$ cat src/design/assert_macros.svh
// ----------------------------------------------------------------------------
// assert_macros.svh
// Clocked assertion wrappers, compiled out for synthesis.
// ----------------------------------------------------------------------------
`ifndef ASSERT_MACROS_SVH
`define ASSERT_MACROS_SVH

`ifndef SYNTHESIS

// Check that prop holds at every rising edge outside reset.
`define ASSERT_ON(lbl, clk, rst_n, prop) \
	lbl: assert property (@(posedge clk) disable iff (!rst_n) (prop)) \
		else $error("assertion failed");

// Check that prop never holds at a rising edge outside reset.
`define ASSERT_NEVER(lbl, clk, rst_n, prop) \
	lbl: assert property (@(posedge clk) disable iff (!rst_n) !(prop)) \
		else $error("forbidden condition seen");

`else

`define ASSERT_ON(lbl, clk, rst_n, prop)
`define ASSERT_NEVER(lbl, clk, rst_n, prop)

`endif

`endif

$ cat src/design/fpfa_pkg.sv
// ----------------------------------------------------------------------------
// fpfa_pkg
// Shared codes, word layouts and scan token types of the partition allocator.
// ----------------------------------------------------------------------------
`timescale 1ns / 1ps
`default_nettype none

package fpfa_pkg;

	localparam int OP_W   = 2;
	localparam int SLOT_W = 6;
	localparam int AMT_W  = 16;
	localparam int ST_W   = 2;
	localparam int MODE_W = 2;
	localparam int CNT_W  = 7;

	// Opcodes
	localparam logic [OP_W-1:0] OP_LOAD    = 2'd0;
	localparam logic [OP_W-1:0] OP_ALLOC   = 2'd1;
	localparam logic [OP_W-1:0] OP_RELEASE = 2'd2;

	// Fit modes (the fourth code acts as first fit)
	localparam logic [MODE_W-1:0] FIT_FIRST = 2'd0;
	localparam logic [MODE_W-1:0] FIT_BEST  = 2'd1;
	localparam logic [MODE_W-1:0] FIT_WORST = 2'd2;

	// Result status
	localparam logic [ST_W-1:0] ST_DONE  = 2'd0;
	localparam logic [ST_W-1:0] ST_NOFIT = 2'd1;
	localparam logic [ST_W-1:0] ST_RANGE = 2'd2;

	// Configuration register indexes
	localparam logic CFG_FIT_MODE = 1'b0;
	localparam logic CFG_ENTRIES  = 1'b1;

	localparam logic [CNT_W-1:0] ENTRIES_RESET = 7'd64;

	localparam int IN_W      = 24;
	localparam int OUT_W     = 32;
	localparam int OUT_PAD_W = 7;

	typedef struct packed {
		logic [AMT_W-1:0]  amount;
		logic [SLOT_W-1:0] slot_index;
		logic [OP_W-1:0]   opcode;
	} in_word_t;

	typedef struct packed {
		logic [ST_W-1:0]   status;
		logic [AMT_W-1:0]  chosen_size;
		logic [SLOT_W-1:0] chosen_slot;
		logic              granted;
	} out_word_t;

	// Command broadcast to every cell while one item is in flight
	typedef struct packed {
		logic [OP_W-1:0]   op;
		logic [MODE_W-1:0] mode;
	} scan_cmd_t;

	// Control part of the token handed from cell to cell
	typedef struct packed {
		logic valid;
		logic found;
	} scan_ctl_t;

endpackage

`default_nettype wire

$ cat src/design/fpfa_cell.sv
// ----------------------------------------------------------------------------
// fpfa_cell
// One partition: its size and allocated mark, plus one hop of the scan token.
// ----------------------------------------------------------------------------
`timescale 1ns / 1ps
`default_nettype none

module fpfa_cell
	import fpfa_pkg::*;
#(
	parameter int ENTRIES    = 64,
	parameter int SIZE_WIDTH = 16,
	parameter int IDX        = 0
) (
	input  wire logic                          clk,
	input  wire logic                          arst_n,
	input  wire scan_cmd_t                     cmd,
	input  wire logic [SLOT_W-1:0]             slot,
	input  wire logic [SIZE_WIDTH-1:0]         amount,
	input  wire logic [$clog2(ENTRIES+1)-1:0]  live_n,
	input  wire logic                          commit_valid,
	input  wire logic [$clog2(ENTRIES)-1:0]    commit_idx,
	input  wire scan_ctl_t                     prev_ctl,
	input  wire logic [$clog2(ENTRIES)-1:0]    prev_idx,
	input  wire logic [SIZE_WIDTH-1:0]         prev_size,
	output scan_ctl_t                          next_ctl,
	output logic [$clog2(ENTRIES)-1:0]         next_idx,
	output logic [SIZE_WIDTH-1:0]              next_size
);

	localparam int IW = $clog2(ENTRIES);
	localparam int CW = $clog2(ENTRIES + 1);
	localparam int LW = (CW > SLOT_W) ? CW : SLOT_W;

	logic [SIZE_WIDTH-1:0] size_q;
	logic                  mark_q;
	scan_ctl_t             ctl_q;
	logic [IW-1:0]         idx_q;
	logic [SIZE_WIDTH-1:0] bsize_q;

	logic is_live, slot_hit, fits, better, take, wr_slot;

	always_comb begin
		is_live  = CW'(IDX) < live_n;
		slot_hit = LW'(slot) == LW'(IDX);
		wr_slot  = prev_ctl.valid && slot_hit && is_live;
		fits     = prev_ctl.valid && (cmd.op == OP_ALLOC) && is_live && !mark_q &&
			(size_q >= amount);
		better   = ((cmd.mode == FIT_BEST) && (size_q < prev_size)) ||
			((cmd.mode == FIT_WORST) && (size_q > prev_size));
		take     = fits && (!prev_ctl.found || better);
	end

	// Mark: set by the grant commit, cleared by load or release of this slot
	always_ff @(posedge clk or negedge arst_n) begin
		if (!arst_n) begin
			mark_q <= 1'b0;
			ctl_q  <= '0;
		end else begin
			ctl_q.valid <= prev_ctl.valid;
			ctl_q.found <= prev_ctl.found | fits;
			if (commit_valid && (commit_idx == IW'(IDX))) begin
				mark_q <= 1'b1;
			end else if (wr_slot && ((cmd.op == OP_LOAD) || (cmd.op == OP_RELEASE))) begin
				mark_q <= 1'b0;
			end
		end
	end

	always_ff @(posedge clk) begin
		if (wr_slot && (cmd.op == OP_LOAD)) begin
			size_q <= amount;
		end
		idx_q   <= take ? IW'(IDX) : prev_idx;
		bsize_q <= take ? size_q : prev_size;
	end

	assign next_ctl  = ctl_q;
	assign next_idx  = idx_q;
	assign next_size = bsize_q;

endmodule

`default_nettype wire

$ cat config.mk
export PLATFORM = sky130hd
export DESIGN_NAME = fpfa_cell
export DESIGN_NICKNAME = d
export VERILOG_FILES = /design/src/design/assert_macros.svh /design/src/design/fpfa_pkg.sv /design/src/design/fpfa_cell.sv
export SDC_FILE = /design/constraint.sdc
export NUM_CORES = 1
export LEC_CHECK = 0
export ABC_AREA = 1
export BUFFER_PORTS_ARGS = -buffer_cell sky130_fd_sc_hd__buf_4
export CAP_MARGIN = 20
export CORE_ASPECT_RATIO = 0.9
export CORE_MARGIN = 2
export CORE_UTILIZATION = 49
export DETAILED_ROUTE_END_ITERATION = 6
export PLACE_DENSITY = 0.77
export SYNTH_ARGS = -nofsm -noshare
export SYNTH_HDL_FRONTEND = slang
export SYNTH_SLANG_ARGS = --single-unit
$ cat constraint.sdc
create_clock -name clk -period 2.1 [get_ports clk]
set_input_delay 0.315 -clock clk [delete_from_list [all_inputs] [get_ports clk]]
set_output_delay 0.315 -clock clk [all_outputs]
set_load 0.05 [all_outputs]
==> flow_results.xml <==
<?xml version="1.0" encoding="UTF-8"?>
<metrics>
  <group name="sta">
    <metric name="worst_hold_slack" unit="ns">0.142</metric>
    <metric name="setup_violations" unit="">0</metric>
    <metric name="post-route-min-period" unit="ns">1.95</metric>
    <metric name="period_share" unit="">0.929</metric>
    <metric name="hold_viol_final" unit="">0</metric>
    <metric name="worst_pin_slew" unit="ns">0.337</metric>
    <metric name="final-max-slew-violation-count" unit="">0</metric>
    <metric name="post_route_setup_tns" unit="ns">0</metric>
    <metric name="unrepaired_setup_endpoints_after_global_routing" unit="">false</metric>
    <metric name="slew_headroom" unit="">0.774</metric>
    <metric name="final.setup_skew" unit="ns">0.00631</metric>
    <metric name="achievable-frequency" unit="MHz">512</metric>
  </group>
  <group name="power">
    <metric name="power.switching" unit="uW">527</metric>
    <metric name="p_seq_frac" unit="">0.445</metric>
    <metric name="vdd_drop_max" unit="mV">0.295</metric>
    <metric name="static_leakage_power" unit="uW">0.00182</metric>
    <metric name="power.share.combinational" unit="">0.215</metric>
    <metric name="power_report.internal_total" unit="uW">1430</metric>
    <metric name="p_clk_frac" unit="">0.340</metric>
    <metric name="power-per-cell-area" unit="mW/mm^2">585</metric>
    <metric name="netSwitchingFraction" unit="">0.270</metric>
    <metric name="post-layout-total-power" unit="uW">1950</metric>
  </group>
  <group name="global_routing">
    <metric name="grt_util_all_layers" unit="">0.206</metric>
    <metric name="maximum_number_of_pins_on_one_net_before_global_route_repair" unit="">18</metric>
    <metric name="grt_antenna_before_repair" unit="">0</metric>
    <metric name="vias_in_the_first_global_route" unit="">2087</metric>
    <metric name="grt_first_pass_wirelength" unit="mm">8.76</metric>
    <metric name="globalRouteOverflowTotal" unit="">0</metric>
  </group>
  <group name="route">
    <metric name="route.final.wire_length" unit="mm">5.49</metric>
    <metric name="first_iter_violations" unit="">85</metric>
    <metric name="vias" unit="">2142</metric>
    <metric name="wl_per_cell" unit="um">12.1</metric>
    <metric name="detail_route.drc_violations" unit="">0</metric>
    <metric name="avgViaCountPerCell" unit="">4.73</metric>
    <metric name="drtAntennaViolNets" unit="">0</metric>
    <metric name="detail_route.first_pass.iterations" unit="">4</metric>
  </group>
  <group name="synth">
    <metric name="postSynthNetCount" unit="">382</metric>
    <metric name="ys_seq_area_frac" unit="">0.416</metric>
    <metric name="post_synth_num_cell_types" unit="">28</metric>
    <metric name="netlist_instances" unit="">284</metric>
    <metric name="library_cell_with_the_highest_instance_count_after_synthesis" unit="">sky130_fd_sc_hd__nand2_1</metric>
    <metric name="netlist_top_cells_count" unit="">56 x sky130_fd_sc_hd__nand2_1, 54 x sky130_fd_sc_hd__inv_1, 32 x sky130_fd_sc_hd__ha_1</metric>
    <metric name="post_synth_instance_area" unit="mm^2">0.00239</metric>
    <metric name="ys_async_sr_fraction" unit="">0.0732</metric>
    <metric name="synthFlopType" unit="">sky130_fd_sc_hd__dfxtp_1</metric>
    <metric name="count_of_yosys_warnings_during_synthesis" unit="">0</metric>
    <metric name="netlist.top_cell.by_area" unit="">sky130_fd_sc_hd__edfxtp_1</metric>
    <metric name="synth.top_cell.area_share" unit="">0.201</metric>
    <metric name="netlist_top_cells_area" unit="">sky130_fd_sc_hd__edfxtp_1 20%, sky130_fd_sc_hd__dfxtp_1 18%, sky130_fd_sc_hd__ha_1 17%</metric>
    <metric name="number_of_flops_mapped_to_enable_cells_by_yosys" unit="">16</metric>
    <metric name="flip_flop_and_latch_count_after_synthesis" unit="">41</metric>
    <metric name="synth.avg_cell_area" unit="um^2">8.43</metric>
  </group>
  <group name="place">
    <metric name="place.port_buffers" unit="">89</metric>
    <metric name="gp_routability_congestion" unit="">0.827</metric>
    <metric name="numPlacedInstances" unit="">438</metric>
    <metric name="hpwlAfterDp" unit="mm">4.18</metric>
  </group>
  <group name="die">
    <metric name="dieWidth" unit="um">77.7</metric>
    <metric name="initial_core_util" unit="">0.501</metric>
    <metric name="pin_count" unit="">90</metric>
    <metric name="floorplan.core_area" unit="mm^2">0.00477</metric>
    <metric name="die_area" unit="mm^2">0.00546</metric>
    <metric name="die-height" unit="um">70.3</metric>
    <metric name="placementRows" unit="">24</metric>
  </group>
  <group name="cells_and_area">
    <metric name="antennaDiodeCount" unit="">0</metric>
    <metric name="layout-drive-gt1-share" unit="">0.363</metric>
    <metric name="final_cell_count_no_fill" unit="">453</metric>
    <metric name="final_net_count" unit="">485</metric>
    <metric name="area.growth.synth_to_final" unit="%">39.5</metric>
    <metric name="final_core_util" unit="">0.699</metric>
  </group>
  <group name="critical_path">
    <metric name="cp_data_arrival_time" unit="ns">2.15</metric>
    <metric name="ff2ff_path_depth" unit="">12</metric>
    <metric name="r2r_setup_slack" unit="ns">0.15</metric>
    <metric name="crit-reg2reg-launch" unit="">size_q[11]$_DFFE_PP_</metric>
    <metric name="critical_path.max_fanout" unit="">9</metric>
    <metric name="end_kind" unit="">flip-flop</metric>
    <metric name="critical_path_class" unit="">flip-flop to flip-flop</metric>
    <metric name="crit_required" unit="ns">2.29</metric>
    <metric name="timing.rr.end" unit="">next_size[14]$_DFF_P_</metric>
    <metric name="cp-start-kind" unit="">flip-flop</metric>
  </group>
  <group name="clocking">
    <metric name="clock_path_buffers" unit="">2</metric>
    <metric name="clock_latency_at_the_later_pin_of_the_worst_skew_pair" unit="ns">0.30</metric>
    <metric name="cts.sinks" unit="">41</metric>
    <metric name="htreeDepth" unit="">2</metric>
    <metric name="ctsRootBufferMaster" unit="">sky130_fd_sc_hd__clkbuf_8</metric>
    <metric name="clkTransAtPathRegs" unit="ns">0.08</metric>
    <metric name="number_of_buffers_created_by_cts" unit="">5</metric>
    <metric name="cts_tree" unit="">done</metric>
  </group>
  <group name="hold_path">
    <metric name="hp-start" unit="">prev_ctl[1]</metric>
    <metric name="hold_end" unit="">next_ctl[1]$_DFF_PN0_</metric>
    <metric name="timing.hold.worst.class" unit="">input pin to flip-flop</metric>
    <metric name="hold_path_depth" unit="">1</metric>
  </group>
  <group name="run">
    <metric name="max_cap_violations" unit="">0</metric>
  </group>
  <group name="run_status">
    <metric name="outcome" unit="">complete, no violations</metric>
  </group>
</metrics>
## worst max-delay path: stages, from the launching register on
cell                       delay [ns]
sky130_fd_sc_hd__edfxtp_1        0.43
sky130_fd_sc_hd__ha_1            0.32
sky130_fd_sc_hd__nand2_1         0.11
sky130_fd_sc_hd__inv_1           0.05
sky130_fd_sc_hd__nand2_1         0.05
sky130_fd_sc_hd__nand2_1         0.06
sky130_fd_sc_hd__a21oi_2         0.18
sky130_fd_sc_hd__nand4_2         0.16
sky130_fd_sc_hd__nand3_4         0.16
sky130_fd_sc_hd__nand2_8         0.09
sky130_fd_sc_hd__buf_12          0.15
sky130_fd_sc_hd__nand2_2         0.05
sky130_fd_sc_hd__nand2_2         0.04
## flip-flops by register name, indices dropped and copies added (netlist names)
| name | flops |
|---|---|
| next_size | 16 |
| mark_q | 1 |
| next_idx | 6 |
| size_q | 16 |
| next_ctl | 2 |
## logic make-up (layout without fill, tap and decap cells)
kind of cell	count (synthesis)	after routing	synth area share
buffers and inverters	59	163	0.102
flip-flops	41	41	0.416
AO/OA/AOI/OAI	14	14	0.0329
adder cells (fa/ha/maj)	32	32	0.167
AND/OR/NAND/NOR	138	138	0.282
## power by group through the flow
| stage | registers [uW] | clock network [uW] | logic (uW) |
|---|---|---|---|
| final | 870 | 664 | 421 |
| after CTS | 870 | 675 | 413 |
| after global routing | 873 | 711 | 459 |
| after detailed placement | 888 | 0 | 410 |
| after floorplan | 991 | 0 | 128 |
| after global placement | 887 | 0 | 402 |
## worst max path at each step
| stage | from | end | slack [ns] | cells past startpoint |
|---|---|---|---|---|
| finish | size_q[11]$_DFFE_PP_ | next_size[14]$_DFF_P_ | 0.15 | 12 |
| global route | size_q[15]$_DFFE_PP_ | next_size[14]$_DFF_P_ | 0.01 | 13 |
| CTS | size_q[15]$_DFFE_PP_ | next_idx[4]$_SDFF_PP0_ | 0.08 | 11 |
| detailed placement | prev_size[11] | next_idx[4]$_SDFF_PP0_ | 0.1 | 14 |
| global placement | prev_size[11] | next_idx[5]$_SDFF_PP0_ | 0.17 | 14 |
| floorplan | slot[1] | size_q[0]$_DFFE_PP_ | 0.21 | 5 |
## cell usage in the layout (no fill, tap or decap), types with 3 or more instances in the layout
| cell | count |
|---|---|
| sky130_fd_sc_hd__buf_4 | 95 |
| sky130_fd_sc_hd__nand2_1 | 56 |
| sky130_fd_sc_hd__inv_1 | 54 |
| sky130_fd_sc_hd__ha_1 | 32 |
| sky130_fd_sc_hd__nand3_1 | 25 |
| sky130_fd_sc_hd__nand2_2 | 24 |
| sky130_fd_sc_hd__dfxtp_1 | 22 |
| sky130_fd_sc_hd__nor2_1 | 21 |
| sky130_fd_sc_hd__edfxtp_1 | 16 |
| sky130_fd_sc_hd__a21oi_1 | 10 |
| sky130_fd_sc_hd__clkbuf_8 | 6 |
| sky130_fd_sc_hd__nor4_1 | 3 |
| sky130_fd_sc_hd__dfrtp_1 | 3 |
## metal layers
| metal | share of wire | GRT usage |
|---|---|---|
| met4 | 0.018 | 0.0694 |
| met2 | 0.50 | 0.354 |
| met5 | 0 | 0 |
| met3 | 0.072 | 0.0711 |
| met1 | 0.41 | 0.236 |
## metrics by stage
step | cell area, um^2 | setup slack, ns
finish | 3340 | 0.148
floorplan | 2390 | 0.212
global placement | 3130 | 0.165
global route | 3340 | 0.0103
detailed placement | 3130 | 0.0951
CTS | 3260 | 0.0786
## what timing repair did
item                       in CTS  in global routing
setup endpoints to repair       0                 12
setup buffers                   0                  6
gates resized for setup         0                  4
hold endpoints to repair        3                  0
hold buffers                    1                  0
## layout make-up
type	instances	area, um^2
inverter	56	211
timing repair buffer	99	769
clock inverter	2	36.3
tap	65	81.3
sequential	41	996
fill	387	1440
clock buffer	6	82.6
multi-input combinational	184	1160
(Power assumes the default switching activity.)
